$ cat src/design/lfcs_pkg.sv
// Shared types, codes and constants of the laser frame color shifter.
`timescale 1ns / 1ps
`default_nettype none

package lfcs_pkg;

    // Defaults of the top-level parameters.
    localparam int MAX_SHIFT_DEF         = 63;
    localparam int FRAME_SAMPLES_MAX_DEF = 65535;

    // Field and storage widths.
    localparam int SHIFT_W    = 6;
    localparam int SPEED_W    = 20;
    localparam int COUNT_W    = 16;
    localparam int POS_W      = 16;
    localparam int RGB_W      = 24;
    localparam int DUR_W      = 24;
    localparam int RING_DEPTH = 64;
    localparam int RING_AW    = $clog2(RING_DEPTH);

    // Duration arithmetic: (samples - 1) * 1e6 / scan_speed.
    localparam int                 TOTAL_W    = COUNT_W + 1;
    localparam int                 QUO_W      = 36;
    localparam logic [SPEED_W-1:0] DUR_SCALE  = SPEED_W'(1000000);
    localparam int                 DIV_STEPS  = QUO_W;
    localparam int                 STEP_W     = $clog2(DIV_STEPS);
    localparam logic [DUR_W-1:0]   DUR_MAX    = {DUR_W{1'b1}};
    localparam logic [SPEED_W-1:0] SPEED_RST  = SPEED_W'(30000);

    // Command queue between front and back.
    localparam int QUEUE_DEPTH = 4;

    // Configuration port.
    localparam int ADDR_W = 4;
    localparam int DATA_W = 32;
    localparam logic [1:0] REG_COLOR_SHIFT = 2'd0;
    localparam logic [1:0] REG_SCAN_SPEED  = 2'd1;
    localparam logic [1:0] REG_JITTER_FREE = 2'd2;

    // Input action codes.
    localparam logic [1:0] ACT_OPEN = 2'd0;
    localparam logic [1:0] ACT_PUT  = 2'd1;
    localparam logic [1:0] ACT_PUSH = 2'd2;

    // Minimum number of puts before a push closes the frame.
    localparam logic [COUNT_W-1:0] MIN_PUSH_SAMPLES = COUNT_W'(2);

    typedef enum logic [2:0] {
        KIND_SAMPLE    = 3'd0,
        KIND_FRAME_END = 3'd1,
        KIND_NOT_OPEN  = 3'd2,
        KIND_TOO_FEW   = 3'd3,
        KIND_FULL      = 3'd4
    } lfcs_kind_t;

    typedef enum logic [1:0] {
        OP_SAMPLE = 2'd0,
        OP_PUSH   = 2'd1,
        OP_ERROR  = 2'd2
    } lfcs_op_t;

    typedef enum logic [2:0] {
        BK_IDLE,
        BK_EMIT,
        BK_TAIL_RD,
        BK_TAIL_OUT,
        BK_MUL,
        BK_DIV,
        BK_END
    } lfcs_bstate_t;

    // One command from the front to the back.
    typedef struct packed {
        lfcs_op_t           op;
        lfcs_kind_t         kind;
        logic [COUNT_W-1:0] index;
        logic [POS_W-1:0]   pos_x;
        logic [POS_W-1:0]   pos_y;
        logic [RGB_W-1:0]   rgb;
        logic               once;
    } lfcs_cmd_t;

    // One result item.
    typedef struct packed {
        lfcs_kind_t              kind;
        logic signed [POS_W-1:0] out_x;
        logic signed [POS_W-1:0] out_y;
        logic [7:0]              red_out;
        logic [7:0]              green_out;
        logic [7:0]              blue_out;
        logic [DUR_W-1:0]        duration_us;
        logic                    scan_once;
        logic                    last;
    } lfcs_result_t;

endpackage

`default_nettype wire

$ cat src/design/lfcs_cmd_queue.sv
// Small command queue that decouples the front from the back.
`timescale 1ns / 1ps
`default_nettype none

module lfcs_cmd_queue
(
    input  wire logic                clk,
    input  wire logic                rst_n,
    input  wire logic                push,
    input  wire lfcs_pkg::lfcs_cmd_t push_cmd,
    output logic                     full,
    input  wire logic                pop,
    output lfcs_pkg::lfcs_cmd_t      head,
    output logic                     head_valid
);

    localparam int DEPTH = lfcs_pkg::QUEUE_DEPTH;
    localparam int PTR_W = $clog2(DEPTH);
    localparam int LVL_W = $clog2(DEPTH + 1);

    lfcs_pkg::lfcs_cmd_t entries_reg [DEPTH];
    logic [PTR_W-1:0]    wr_ptr_reg, wr_ptr_next;
    logic [PTR_W-1:0]    rd_ptr_reg, rd_ptr_next;
    logic [LVL_W-1:0]    level_reg, level_next;

    assign full       = (level_reg == LVL_W'(DEPTH));
    assign head_valid = (level_reg != '0);
    assign head       = entries_reg[rd_ptr_reg];

    // Pointer and fill level updates.
    always_comb
    begin
        wr_ptr_next = wr_ptr_reg;
        rd_ptr_next = rd_ptr_reg;
        level_next  = level_reg;
        if (push)
        begin
            wr_ptr_next = (wr_ptr_reg == PTR_W'(DEPTH - 1)) ? '0 : wr_ptr_reg + 1'b1;
        end
        if (pop)
        begin
            rd_ptr_next = (rd_ptr_reg == PTR_W'(DEPTH - 1)) ? '0 : rd_ptr_reg + 1'b1;
        end
        if (push && !pop)
        begin
            level_next = level_reg + 1'b1;
        end
        else if (!push && pop)
        begin
            level_next = level_reg - 1'b1;
        end
    end

    always_ff @(posedge clk or negedge rst_n)
    begin
        if (!rst_n)
        begin
            wr_ptr_reg <= '0;
            rd_ptr_reg <= '0;
            level_reg  <= '0;
        end
        else
        begin
            wr_ptr_reg <= wr_ptr_next;
            rd_ptr_reg <= rd_ptr_next;
            level_reg  <= level_next;
        end
    end

    // Entry storage.
    always_ff @(posedge clk)
    begin
        if (push)
        begin
            entries_reg[wr_ptr_reg] <= push_cmd;
        end
    end

endmodule

`default_nettype wire

$ cat src/design/lfcs_front.sv
// Front end: accepts requests, tracks the frame state and queues commands.
`timescale 1ns / 1ps
`default_nettype none

module lfcs_front
#(
    parameter int FRAME_SAMPLES_MAX = lfcs_pkg::FRAME_SAMPLES_MAX_DEF
)
(
    input  wire logic                               clk,
    input  wire logic                               rst_n,
    input  wire logic                               in_valid,
    output logic                                    in_ready,
    input  wire logic [1:0]                         action,
    input  wire logic [lfcs_pkg::POS_W-1:0]         pos_x,
    input  wire logic [lfcs_pkg::POS_W-1:0]         pos_y,
    input  wire logic [lfcs_pkg::RGB_W-1:0]         rgb,
    input  wire logic                               jitter_free,
    input  wire logic                               q_full,
    output logic                                    q_push,
    output lfcs_pkg::lfcs_cmd_t                     q_cmd
);

    logic                           open_reg, open_next;
    logic                           first_done_reg, first_done_next;
    logic [lfcs_pkg::COUNT_W-1:0]   count_reg, count_next;
    logic                           accept;

    assign in_ready = !q_full;
    assign accept   = in_valid && in_ready;

    // Classify the request and build the command for the back end.
    always_comb
    begin
        open_next       = open_reg;
        first_done_next = first_done_reg;
        count_next      = count_reg;
        q_push          = 1'b0;
        q_cmd.op        = lfcs_pkg::OP_ERROR;
        q_cmd.kind      = lfcs_pkg::KIND_NOT_OPEN;
        q_cmd.index     = count_reg;
        q_cmd.pos_x     = pos_x;
        q_cmd.pos_y     = pos_y;
        q_cmd.rgb       = rgb;
        q_cmd.once      = 1'b0;
        if (accept)
        begin
            case (action)
                lfcs_pkg::ACT_OPEN:
                begin
                    open_next  = 1'b1;
                    count_next = '0;
                end
                lfcs_pkg::ACT_PUT:
                begin
                    q_push = 1'b1;
                    if (!open_reg)
                    begin
                        q_cmd.kind = lfcs_pkg::KIND_NOT_OPEN;
                    end
                    else if (count_reg >= lfcs_pkg::COUNT_W'(FRAME_SAMPLES_MAX))
                    begin
                        q_cmd.kind = lfcs_pkg::KIND_FULL;
                    end
                    else
                    begin
                        q_cmd.op   = lfcs_pkg::OP_SAMPLE;
                        q_cmd.kind = lfcs_pkg::KIND_SAMPLE;
                        count_next = count_reg + 1'b1;
                    end
                end
                lfcs_pkg::ACT_PUSH:
                begin
                    q_push = 1'b1;
                    if (!open_reg)
                    begin
                        q_cmd.kind = lfcs_pkg::KIND_NOT_OPEN;
                    end
                    else if (count_reg < lfcs_pkg::MIN_PUSH_SAMPLES)
                    begin
                        q_cmd.kind = lfcs_pkg::KIND_TOO_FEW;
                    end
                    else
                    begin
                        q_cmd.op        = lfcs_pkg::OP_PUSH;
                        q_cmd.kind      = lfcs_pkg::KIND_FRAME_END;
                        q_cmd.once      = jitter_free && first_done_reg;
                        first_done_next = 1'b1;
                        open_next       = 1'b0;
                    end
                end
                default:
                begin
                end
            endcase
        end
    end

    always_ff @(posedge clk or negedge rst_n)
    begin
        if (!rst_n)
        begin
            open_reg       <= 1'b0;
            first_done_reg <= 1'b0;
            count_reg      <= '0;
        end
        else
        begin
            open_reg       <= open_next;
            first_done_reg <= first_done_next;
            count_reg      <= count_next;
        end
    end

endmodule

`default_nettype wire

$ cat src/design/lfcs_back.sv
// Back end: color ring, tail emission, duration divider and output register.
`timescale 1ns / 1ps
`default_nettype none

module lfcs_back
#(
    parameter int MAX_SHIFT = lfcs_pkg::MAX_SHIFT_DEF
)
(
    input  wire logic                          clk,
    input  wire logic                          rst_n,
    input  wire logic                          q_valid,
    input  wire lfcs_pkg::lfcs_cmd_t           q_cmd,
    output logic                               q_pop,
    input  wire logic [lfcs_pkg::SHIFT_W-1:0]  color_shift,
    input  wire logic [lfcs_pkg::SPEED_W-1:0]  scan_speed,
    output logic                               out_valid,
    input  wire logic                          out_ready,
    output lfcs_pkg::lfcs_result_t             out_result
);

    localparam int SHIFT_W = lfcs_pkg::SHIFT_W;
    localparam int RING_AW = lfcs_pkg::RING_AW;
    localparam int TOTAL_W = lfcs_pkg::TOTAL_W;
    localparam int QUO_W   = lfcs_pkg::QUO_W;
    localparam int SPEED_W = lfcs_pkg::SPEED_W;
    localparam int DUR_W   = lfcs_pkg::DUR_W;
    localparam int STEP_W  = lfcs_pkg::STEP_W;
    localparam int RGB_W   = lfcs_pkg::RGB_W;
    localparam int PROD_W  = TOTAL_W + SPEED_W;

    lfcs_pkg::lfcs_bstate_t   state_reg, state_next;
    lfcs_pkg::lfcs_cmd_t      cmd_reg;
    lfcs_pkg::lfcs_result_t   out_reg, out_next;
    logic                     out_valid_reg;
    logic [2*lfcs_pkg::POS_W-1:0] last_pos_reg;
    logic [SHIFT_W-1:0]       tail_reg;
    logic [STEP_W-1:0]        step_reg;
    logic [QUO_W-1:0]         quo_reg;
    logic [SPEED_W-1:0]       rem_reg;
    logic [RGB_W-1:0]         ring_mem [lfcs_pkg::RING_DEPTH];
    logic [RGB_W-1:0]         rd_data_reg;

    logic [SHIFT_W-1:0]       shift;
    logic                     out_free;
    logic                     out_load;
    logic                     ring_we;
    logic                     rd_en;
    logic [RING_AW-1:0]       rd_addr;
    logic [RING_AW-1:0]       head_addr;
    logic [TOTAL_W-1:0]       tail_idx;
    logic [RING_AW-1:0]       tail_addr;
    logic                     tail_zero;
    logic                     samp_zero;
    logic [RGB_W-1:0]         samp_color;
    logic [TOTAL_W-1:0]       total_m1;
    logic [PROD_W-1:0]        prod;
    logic [SPEED_W:0]         rem_sh;
    logic                     div_ge;
    logic [SPEED_W:0]         div_diff;
    logic [DUR_W-1:0]         dur;

    // Shift in effect, clamped to the supported maximum.
    assign shift = (color_shift > SHIFT_W'(MAX_SHIFT)) ? SHIFT_W'(MAX_SHIFT) : color_shift;

    assign out_free   = !out_valid_reg || out_ready;
    assign out_valid  = out_valid_reg;
    assign out_result = out_reg;

    // Ring addressing for a new sample and for the tail of a frame.
    assign head_addr  = q_cmd.index[RING_AW-1:0] - RING_AW'(shift);
    assign tail_idx   = {1'b0, cmd_reg.index} + TOTAL_W'(tail_reg);
    assign tail_addr  = tail_idx[RING_AW-1:0] - RING_AW'(shift);
    assign tail_zero  = (tail_idx < TOTAL_W'(shift));

    // Color of a sample: zero before the shift, the just-written color at zero shift.
    assign samp_zero  = (cmd_reg.index < lfcs_pkg::COUNT_W'(shift));
    assign samp_color = samp_zero ? '0 : ((shift == '0) ? cmd_reg.rgb : rd_data_reg);

    // Duration numerator.
    assign total_m1 = {1'b0, cmd_reg.index} + TOTAL_W'(shift) - TOTAL_W'(1);
    assign prod     = PROD_W'(total_m1) * PROD_W'(lfcs_pkg::DUR_SCALE);

    // One restoring division step.
    assign rem_sh   = {rem_reg, quo_reg[QUO_W-1]};
    assign div_ge   = (rem_sh >= {1'b0, scan_speed});
    assign div_diff = rem_sh - {1'b0, scan_speed};

    assign dur = ((scan_speed == '0) || (quo_reg[QUO_W-1:DUR_W] != '0))
               ? lfcs_pkg::DUR_MAX : quo_reg[DUR_W-1:0];

    // Next state.
    always_comb
    begin
        state_next = state_reg;
        case (state_reg)
            lfcs_pkg::BK_IDLE:
            begin
                if (q_valid)
                begin
                    if (q_cmd.op == lfcs_pkg::OP_PUSH)
                    begin
                        state_next = (shift == '0) ? lfcs_pkg::BK_MUL : lfcs_pkg::BK_TAIL_RD;
                    end
                    else
                    begin
                        state_next = lfcs_pkg::BK_EMIT;
                    end
                end
            end
            lfcs_pkg::BK_EMIT:
            begin
                if (out_free)
                begin
                    state_next = lfcs_pkg::BK_IDLE;
                end
            end
            lfcs_pkg::BK_TAIL_RD:
            begin
                state_next = lfcs_pkg::BK_TAIL_OUT;
            end
            lfcs_pkg::BK_TAIL_OUT:
            begin
                if (out_free)
                begin
                    state_next = (tail_reg == shift - 1'b1)
                               ? lfcs_pkg::BK_MUL : lfcs_pkg::BK_TAIL_RD;
                end
            end
            lfcs_pkg::BK_MUL:
            begin
                state_next = lfcs_pkg::BK_DIV;
            end
            lfcs_pkg::BK_DIV:
            begin
                if (step_reg == STEP_W'(lfcs_pkg::DIV_STEPS - 1))
                begin
                    state_next = lfcs_pkg::BK_END;
                end
            end
            lfcs_pkg::BK_END:
            begin
                if (out_free)
                begin
                    state_next = lfcs_pkg::BK_IDLE;
                end
            end
            default:
            begin
                state_next = lfcs_pkg::BK_IDLE;
            end
        endcase
    end

    // State outputs: queue pop, ring access and result formation.
    always_comb
    begin
        q_pop    = 1'b0;
        ring_we  = 1'b0;
        rd_en    = 1'b0;
        rd_addr  = head_addr;
        out_load = 1'b0;
        out_next = '0;
        case (state_reg)
            lfcs_pkg::BK_IDLE:
            begin
                q_pop   = q_valid;
                ring_we = q_valid && (q_cmd.op == lfcs_pkg::OP_SAMPLE);
                rd_en   = q_valid;
            end
            lfcs_pkg::BK_EMIT:
            begin
                out_load      = out_free;
                out_next.last = 1'b1;
                if (cmd_reg.op == lfcs_pkg::OP_SAMPLE)
                begin
                    out_next.kind      = lfcs_pkg::KIND_SAMPLE;
                    out_next.out_x     = cmd_reg.pos_x;
                    out_next.out_y     = cmd_reg.pos_y;
                    out_next.red_out   = samp_color[23:16];
                    out_next.green_out = samp_color[15:8];
                    out_next.blue_out  = samp_color[7:0];
                end
                else
                begin
                    out_next.kind = cmd_reg.kind;
                end
            end
            lfcs_pkg::BK_TAIL_RD:
            begin
                rd_en   = 1'b1;
                rd_addr = tail_addr;
            end
            lfcs_pkg::BK_TAIL_OUT:
            begin
                out_load           = out_free;
                out_next.kind      = lfcs_pkg::KIND_SAMPLE;
                out_next.out_x     = last_pos_reg[31:16];
                out_next.out_y     = last_pos_reg[15:0];
                out_next.red_out   = tail_zero ? 8'd0 : rd_data_reg[23:16];
                out_next.green_out = tail_zero ? 8'd0 : rd_data_reg[15:8];
                out_next.blue_out  = tail_zero ? 8'd0 : rd_data_reg[7:0];
            end
            lfcs_pkg::BK_END:
            begin
                out_load             = out_free;
                out_next.kind        = lfcs_pkg::KIND_FRAME_END;
                out_next.duration_us = dur;
                out_next.scan_once   = cmd_reg.once;
                out_next.last        = 1'b1;
            end
            default:
            begin
            end
        endcase
    end

    // Control registers.
    always_ff @(posedge clk or negedge rst_n)
    begin
        if (!rst_n)
        begin
            state_reg     <= lfcs_pkg::BK_IDLE;
            out_valid_reg <= 1'b0;
            tail_reg      <= '0;
            step_reg      <= '0;
            last_pos_reg  <= '0;
        end
        else
        begin
            state_reg <= state_next;
            if (out_load)
            begin
                out_valid_reg <= 1'b1;
            end
            else if (out_ready)
            begin
                out_valid_reg <= 1'b0;
            end
            if (q_pop)
            begin
                tail_reg <= '0;
            end
            else if ((state_reg == lfcs_pkg::BK_TAIL_OUT) && out_free)
            begin
                tail_reg <= tail_reg + 1'b1;
            end
            if (state_reg == lfcs_pkg::BK_MUL)
            begin
                step_reg <= '0;
            end
            else if (state_reg == lfcs_pkg::BK_DIV)
            begin
                step_reg <= step_reg + 1'b1;
            end
            if (ring_we)
            begin
                last_pos_reg <= {q_cmd.pos_x, q_cmd.pos_y};
            end
        end
    end

    // Datapath registers.
    always_ff @(posedge clk)
    begin
        if (q_pop)
        begin
            cmd_reg <= q_cmd;
        end
        if (out_load)
        begin
            out_reg <= out_next;
        end
        if (state_reg == lfcs_pkg::BK_MUL)
        begin
            quo_reg <= prod[QUO_W-1:0];
            rem_reg <= '0;
        end
        else if (state_reg == lfcs_pkg::BK_DIV)
        begin
            quo_reg <= {quo_reg[QUO_W-2:0], div_ge};
            rem_reg <= div_ge ? div_diff[SPEED_W-1:0] : rem_sh[SPEED_W-1:0];
        end
    end

    // Color ring: one write and one registered read per cycle.
    always_ff @(posedge clk)
    begin
        if (ring_we)
        begin
            ring_mem[q_cmd.index[RING_AW-1:0]] <= q_cmd.rgb;
        end
        if (rd_en)
        begin
            rd_data_reg <= ring_mem[rd_addr];
        end
    end

endmodule

`default_nettype wire

$ cat src/design/laser_frame_color_shift.sv
// Top level of the laser frame color shifter: register port and stream channels.
//
// Point frames arrive on the slave stream: s_tuser carries the action (open, put,
// push) and s_tdata the position and color of a put. Results leave on the master
// stream: m_tuser carries the result kind, m_tdata the shifted sample or the
// frame-end duration and scan-once flag, and m_tlast marks the last result of a
// request. Color lags position by color_shift samples, set over the register port.
// A front end classifies requests and keeps the frame count; a four-entry command
// queue feeds the back end, which owns the 64-entry color ring.
// In the back end a put pops the queue with its ring write and read, then loads the
// output register. A push leaves the queue, reads and emits each tail sample, then
// multiplies, runs the bit-serial divider and loads the frame-end result; an error
// pops the queue and then loads its result. Reset closes any frame, clears the queue
// and the output valid flag and loads the register defaults. When m_tready is low the
// result waits in the output register, the back end stops and the queue fills;
// s_tready drops once the queue is full.
`timescale 1ns / 1ps
`default_nettype none

module laser_frame_color_shift
#(
    parameter int MAX_SHIFT         = lfcs_pkg::MAX_SHIFT_DEF,
    parameter int FRAME_SAMPLES_MAX = lfcs_pkg::FRAME_SAMPLES_MAX_DEF
)
(
    input  wire logic                         clk,
    input  wire logic                         rst_n,
    // Register port.
    input  wire logic                         psel,
    input  wire logic                         penable,
    input  wire logic                         pwrite,
    input  wire logic [lfcs_pkg::ADDR_W-1:0]  paddr,
    input  wire logic [lfcs_pkg::DATA_W-1:0]  pwdata,
    output logic      [lfcs_pkg::DATA_W-1:0]  prdata,
    output logic                              pready,
    // Request stream.
    input  wire logic                         s_tvalid,
    output logic                              s_tready,
    input  wire logic [55:0]                  s_tdata,  // pos_x, pos_y, red_in, green_in, blue_in
    input  wire logic [1:0]                   s_tuser,  // action
    // Result stream.
    output logic                              m_tvalid,
    input  wire logic                         m_tready,
    output logic [87:0]                       m_tdata,  // out_x, out_y, red_out, green_out,
                                                        // blue_out, duration_us, scan_once
    output logic [2:0]                        m_tuser,  // kind
    output logic                              m_tlast
);

    logic [lfcs_pkg::SHIFT_W-1:0]  color_shift_reg;
    logic [lfcs_pkg::SPEED_W-1:0]  scan_speed_reg;
    logic                          jitter_free_reg;
    logic                          cfg_write;
    logic [1:0]                    reg_index;

    logic                          q_full;
    logic                          q_push;
    lfcs_pkg::lfcs_cmd_t           q_push_cmd;
    logic                          q_pop;
    lfcs_pkg::lfcs_cmd_t           q_head;
    logic                          q_head_valid;
    lfcs_pkg::lfcs_result_t        result;

    assign pready    = 1'b1;
    assign cfg_write = psel && penable && pwrite && pready;
    assign reg_index = paddr[3:2];

    // Configuration registers.
    always_ff @(posedge clk or negedge rst_n)
    begin
        if (!rst_n)
        begin
            color_shift_reg <= '0;
            scan_speed_reg  <= lfcs_pkg::SPEED_RST;
            jitter_free_reg <= 1'b0;
        end
        else if (cfg_write)
        begin
            case (reg_index)
                lfcs_pkg::REG_COLOR_SHIFT: color_shift_reg <= pwdata[lfcs_pkg::SHIFT_W-1:0];
                lfcs_pkg::REG_SCAN_SPEED:  scan_speed_reg  <= pwdata[lfcs_pkg::SPEED_W-1:0];
                lfcs_pkg::REG_JITTER_FREE: jitter_free_reg <= pwdata[0];
                default:
                begin
                end
            endcase
        end
    end

    // Register read-back.
    always_comb
    begin
        case (reg_index)
            lfcs_pkg::REG_COLOR_SHIFT: prdata = lfcs_pkg::DATA_W'(color_shift_reg);
            lfcs_pkg::REG_SCAN_SPEED:  prdata = lfcs_pkg::DATA_W'(scan_speed_reg);
            lfcs_pkg::REG_JITTER_FREE: prdata = lfcs_pkg::DATA_W'(jitter_free_reg);
            default:                   prdata = '0;
        endcase
    end

    lfcs_front #(
        .FRAME_SAMPLES_MAX (FRAME_SAMPLES_MAX)
    ) u_front (
        .clk         (clk),
        .rst_n       (rst_n),
        .in_valid    (s_tvalid),
        .in_ready    (s_tready),
        .action      (s_tuser),
        .pos_x       (s_tdata[15:0]),
        .pos_y       (s_tdata[31:16]),
        .rgb         ({s_tdata[39:32], s_tdata[47:40], s_tdata[55:48]}),
        .jitter_free (jitter_free_reg),
        .q_full      (q_full),
        .q_push      (q_push),
        .q_cmd       (q_push_cmd)
    );

    lfcs_cmd_queue u_queue (
        .clk        (clk),
        .rst_n      (rst_n),
        .push       (q_push),
        .push_cmd   (q_push_cmd),
        .full       (q_full),
        .pop        (q_pop),
        .head       (q_head),
        .head_valid (q_head_valid)
    );

    lfcs_back #(
        .MAX_SHIFT (MAX_SHIFT)
    ) u_back (
        .clk         (clk),
        .rst_n       (rst_n),
        .q_valid     (q_head_valid),
        .q_cmd       (q_head),
        .q_pop       (q_pop),
        .color_shift (color_shift_reg),
        .scan_speed  (scan_speed_reg),
        .out_valid   (m_tvalid),
        .out_ready   (m_tready),
        .out_result  (result)
    );

    // Result packing.
    assign m_tuser = result.kind;
    assign m_tlast = result.last;
    assign m_tdata = {7'd0, result.scan_once, result.duration_us, result.blue_out,
                      result.green_out, result.red_out, result.out_y, result.out_x};

endmodule

`default_nettype wire

$ cat config.mk
export PLATFORM = sky130hd
export DESIGN_NAME = laser_frame_color_shift
export DESIGN_NICKNAME = d
export VERILOG_FILES = /design/src/design/lfcs_pkg.sv /design/src/design/lfcs_cmd_queue.sv /design/src/design/lfcs_front.sv /design/src/design/lfcs_back.sv /design/src/design/laser_frame_color_shift.sv
export SDC_FILE = /design/constraint.sdc
export NUM_CORES = 2
export LEC_CHECK = 0
export BUFFER_PORTS_ARGS = -buffer_cell sky130_fd_sc_hd__buf_2
export CELL_PAD_IN_SITES_DETAIL_PLACEMENT = 2
export CELL_PAD_IN_SITES_GLOBAL_PLACEMENT = 2
export CORE_ASPECT_RATIO = 0.75
export CORE_MARGIN = 5
export CORE_UTILIZATION = 53
export DETAILED_ROUTE_END_ITERATION = 12
export PLACE_DENSITY = 0.95
export SETUP_SLACK_MARGIN = 0.4
export SYNTH_ARGS = -nofsm -noshare
export SYNTH_HDL_FRONTEND = slang
export SYNTH_HIERARCHICAL = 1
export SYNTH_SLANG_ARGS = --single-unit
$ cat constraint.sdc
create_clock -name clk -period 15.5 [get_ports clk]
set_input_delay 0.775 -clock clk [delete_from_list [all_inputs] [get_ports clk]]
set_output_delay 0.775 -clock clk [all_outputs]
set_load 0.005 [all_outputs]
==> flow_summary.ini, run 1 <==
[floorplanning]
number_of_top_level_pins = 228
fp-row-count = 132
die-width_um = 491
start_util_pct = 53.2
die_y_um = 370

[synthesis]
synth.yosys.warnings = 6
synth_largest_type_area_fraction_pct = 67.6
synth_edf_count = 2065
synth-main-ff-cell = edfxtp_1
netlist_top_cells_count = 2065 x edfxtp_1, 558 x mux4_2, 197 x ha_1
postSynthCellCount = 4681
netlist_area_mm2 = 0.0918
asyncSetResetFlopFracSynth_pct = 4.56
syn-mean-instance-area_um2 = 19.6
ys_seq_area_share_pct = 70.9
synthMostInstantiatedCell = edfxtp_1
synth.ff_latch_count = 2191
synth_top_cells_by_area = edfxtp_1 68%, mux4_2 14%, ha_1 2.7%, dfrtp_1 2.5%, fa_1 1.2%
ys_types = 96
yosysTopAreaCell = edfxtp_1

[run_status]
outcome = did not finish
flow.stopped_at = 3_5_place_dp
error_message = [ERROR DPL-0033] detailed placement checks failed during check placement.

[placed_design]
place.port_buffers = 193
globalplace.congestion = 0.831
post-dp-hpwl_um = 231000
[per-stage QoR]
step / instances / hold slack (ns) / setup slack, ns / instance area [um2]
after floorplan: 4699 / 0.432 / 8.68 / 91800
after global placement: 7015 / 0.443 / 7.73 / 95300
[logic make-up after synthesis]
group | Yosys count | share of synthesized area [%]
muxes | 730 | 15.7
adders and majority gates | 254 | 3.91
buffers and inverters | 450 | 2.47
DFF | 2191 | 70.9
and+or+nand+nor | 510 | 2.75
other | 2 | 0.00818
xor gates and xnor gates | 101 | 1.02
AOI/OAI and AO/OA | 443 | 3.30
==> inputs of run 2 (changes only) <==
--- a/config.mk
+++ b/config.mk
@@ -6,14 +6,10 @@
 export NUM_CORES = 2
 export LEC_CHECK = 0
 export BUFFER_PORTS_ARGS = -buffer_cell sky130_fd_sc_hd__buf_2
-export CELL_PAD_IN_SITES_DETAIL_PLACEMENT = 2
-export CELL_PAD_IN_SITES_GLOBAL_PLACEMENT = 2
-export CORE_ASPECT_RATIO = 0.75
 export CORE_MARGIN = 5
-export CORE_UTILIZATION = 53
+export CORE_UTILIZATION = 40
 export DETAILED_ROUTE_END_ITERATION = 12
-export PLACE_DENSITY = 0.95
-export SETUP_SLACK_MARGIN = 0.4
+export PLACE_DENSITY_LB_ADDON = 0.15
 export SYNTH_ARGS = -nofsm -noshare
 export SYNTH_HDL_FRONTEND = slang
 export SYNTH_HIERARCHICAL = 1
==> flow_summary.ini, run 2 <==
[run_status]
outcome = finished clean

[global_route]
initial_antenna_violation_count = 16
first_global_vias = 46500
met1_demand_to_capacity_share_in_global_routing_pct = 27.3
top_usage_layer = met2
grt_max_degree = 106
global_route.usage.met2_pct = 30.3
global_route.overflow_total = 0
grt_use_total_pct = 18.9
use_met3_pct = 2.80
grt_pass1_wl_um = 329000

[placed_design]
place.port_buffers = 193
globalplace.congestion = 0.810
post-place-cells = 7720
post-dp-hpwl_um = 127000
post_dp_cell_area_mm2 = 0.0964

[final_layout]
final-instance-count-excl-fill = 8141
mostFrequentLayoutCell = edfxtp_1
final_design_area_no_fill_mm2 = 0.104
multi_input_gate_area_mm2 = 0.0251
regArea_mm2 = 0.0650
area_overhead_of_the_layout_relative_to_synthesis_pct = 12.8
largest_register_ffs = 1536
final_nets = 5284
final_cell_mix = 2065 x edfxtp_1, 558 x mux4_2, 222 x clkbuf_16
final_layout_size_suffix_gt1_share_pct = 26.8
final.fill_count = 19300

[synthesis]
synth_edf_count = 2065
synth_simple_gate_area_share_pct = 2.75
postSynthCellCount = 4681
largest_family_of_logic_cells_by_synthesized_area = multiplexers
ys_seq_area_share_pct = 70.9
ys_types = 96
yosysTopAreaCell = edfxtp_1
syn-mean-instance-area_um2 = 19.6
netlist_area_mm2 = 0.0918
synth_largest_type_area_fraction_pct = 67.6
synth_top_cells_by_area = edfxtp_1 68%, mux4_2 14%, ha_1 2.7%, dfrtp_1 2.5%, fa_1 1.2%
synth_xor_area_share_pct = 1.02
synth.ff_latch_count = 2191
netlist_top_cells_count = 2065 x edfxtp_1, 558 x mux4_2, 197 x ha_1
fraction_of_synthesized_area_in_multiplexers_pct = 15.7
synth_compound_gate_area_share_pct = 3.30
synth-main-ff-cell = edfxtp_1
synth.yosys.warnings = 6
asyncSetResetFlopFracSynth_pct = 4.56
arithmetic_cell_share_of_the_synthesized_area_counting_full_adders_half_adders_and_majority_gates_pct = 3.91
synthMostInstantiatedCell = edfxtp_1

[timing]
min_period_ns = 8.04
timing.final.setup_violations = 0
fin_hold_ws_ns = 0.140
worst_setup_skew_after_layout_ns = 0.0534
max_clock_freq_mhz = 124
worstMarginPinSlew_ns = 1.20
min_period_over_period_pct = 51.9
setup_tns_ns = 0
grt_setup_unrepaired = no
timing_max_transition_violations_final = 0
timing.slew.headroom_pct = 19.8
timing.final.hold_violations = 0

[setup_path]
cp_endpoint_kind = flop
cp_data_arrival_time_ns = 8.61
timing.critical_path.from_type = flop
crit_path_max_fanout = 8
slowest_stage = fa_1
critical_path_class = flop to flop
critical_path_required_ns = 16.07
max_stage_delay_ns = 0.56

[floorplanning]
die_y_um = 489
fp-row-count = 175
number_of_top_level_pins = 228
die-width_um = 489
start_util_pct = 40.3
design.core.area_mm2 = 0.228
floorplan.die_area_mm2 = 0.239

[clock_network]
cts.repair_timing.setup_buffer_count = 0
tritoncts.num_buffers = 217
clk-insertion-delay-late_ns = 0.86
ctsLongestPathBuffers = 3
worst_setup_hold_path_clk_slew_ns = 0.06
clock_tree.root_cell = clkbuf_16
cts-htree-levels = 4
cts_resized = 0
tritoncts = done
tritoncts_num_sinks = 2191
cts-hold-fix-buffers = 1

[run]
number_of_max_capacitance_violations_reported = 0

[routing]
drt-pass1-iter-count = 7
route.detailed.wl_per_inst_um = 27.9
post-route-drc-count = 0
detailroute.via_count = 45100
routed_wirelength_um = 227000
routed_via_count_divided_by_cell_count = 5.54
first_iter_violations = 3754
ant_nets = 0

[min_path]
min-delay-path-class = input pin to flop
[run 2: final timing paths]
kind	slack, ns	to	start	depth (start not counted)
worst min-delay path	0.14	u_queue/entries_reg[2][23]	s_tdata[38]	1
worst max register to register	7.46	u_back/quo_reg[28]	color_shift_reg[0]	26
max in group asynchronous	13.58	u_back/state_reg[0]	rst_n	3
worst min register to register	0.47	u_back/quo_reg[3]	u_back/quo_reg[3]	2
worst max-delay path	7.46	u_back/quo_reg[28]	color_shift_reg[0]	26
min in group asynchronous	0.54	u_back/last_pos_reg[4]	rst_n	2
[run 2: per-layer routing]
layer  vias to the layer above  wire length, um
met4                         6             5610
met2                      1109           108000
li1                      19400                -
met1                     24300           102000
met3                       289            11400
met5                         -               54
[run 2: worst max-delay path, delay by kind of cell (launching register included)]
family,cells,cell delay [ns]
AO/OA/AOI/OAI,11,2.14
XOR/XNOR,2,0.54
buffers and inverters,3,0.64
flip-flops,1,0.55
adder cells (fa/ha/maj),10,3.91
[run 2: kinds of logic after synthesis]
family          Yosys count
compound gates          443
xor+xnor                101
fa+ha+maj               254
buf+inv                 450
flops                  2191
mux                     730
other cells               2
simple gates            510
[run 2: per-stage QoR]
step	utilization, %	setup WS (ns)
floorplan	-	8.68
global placement	42.3	7.50
detailed placement	42.3	7.42
CTS	45.4	7.44
global route	45.4	6.99
finish	45.4	7.46
[run 2: layout make-up]
cell class	instances	area share [%]
Antenna cell	9	0.0217
Clock buffer	285	5.66
Clock inverter	126	1.24
Inverter	163	0.593
Multi-Input combinational cell	2058	24.3
Sequential cell	2191	62.8
Tap cell	3009	3.64
Timing Repair Buffer	300	1.75
Power of run 2 is not shown: default switching activity piles up to over one toggle a cycle in this logic, so the estimate is an artifact.
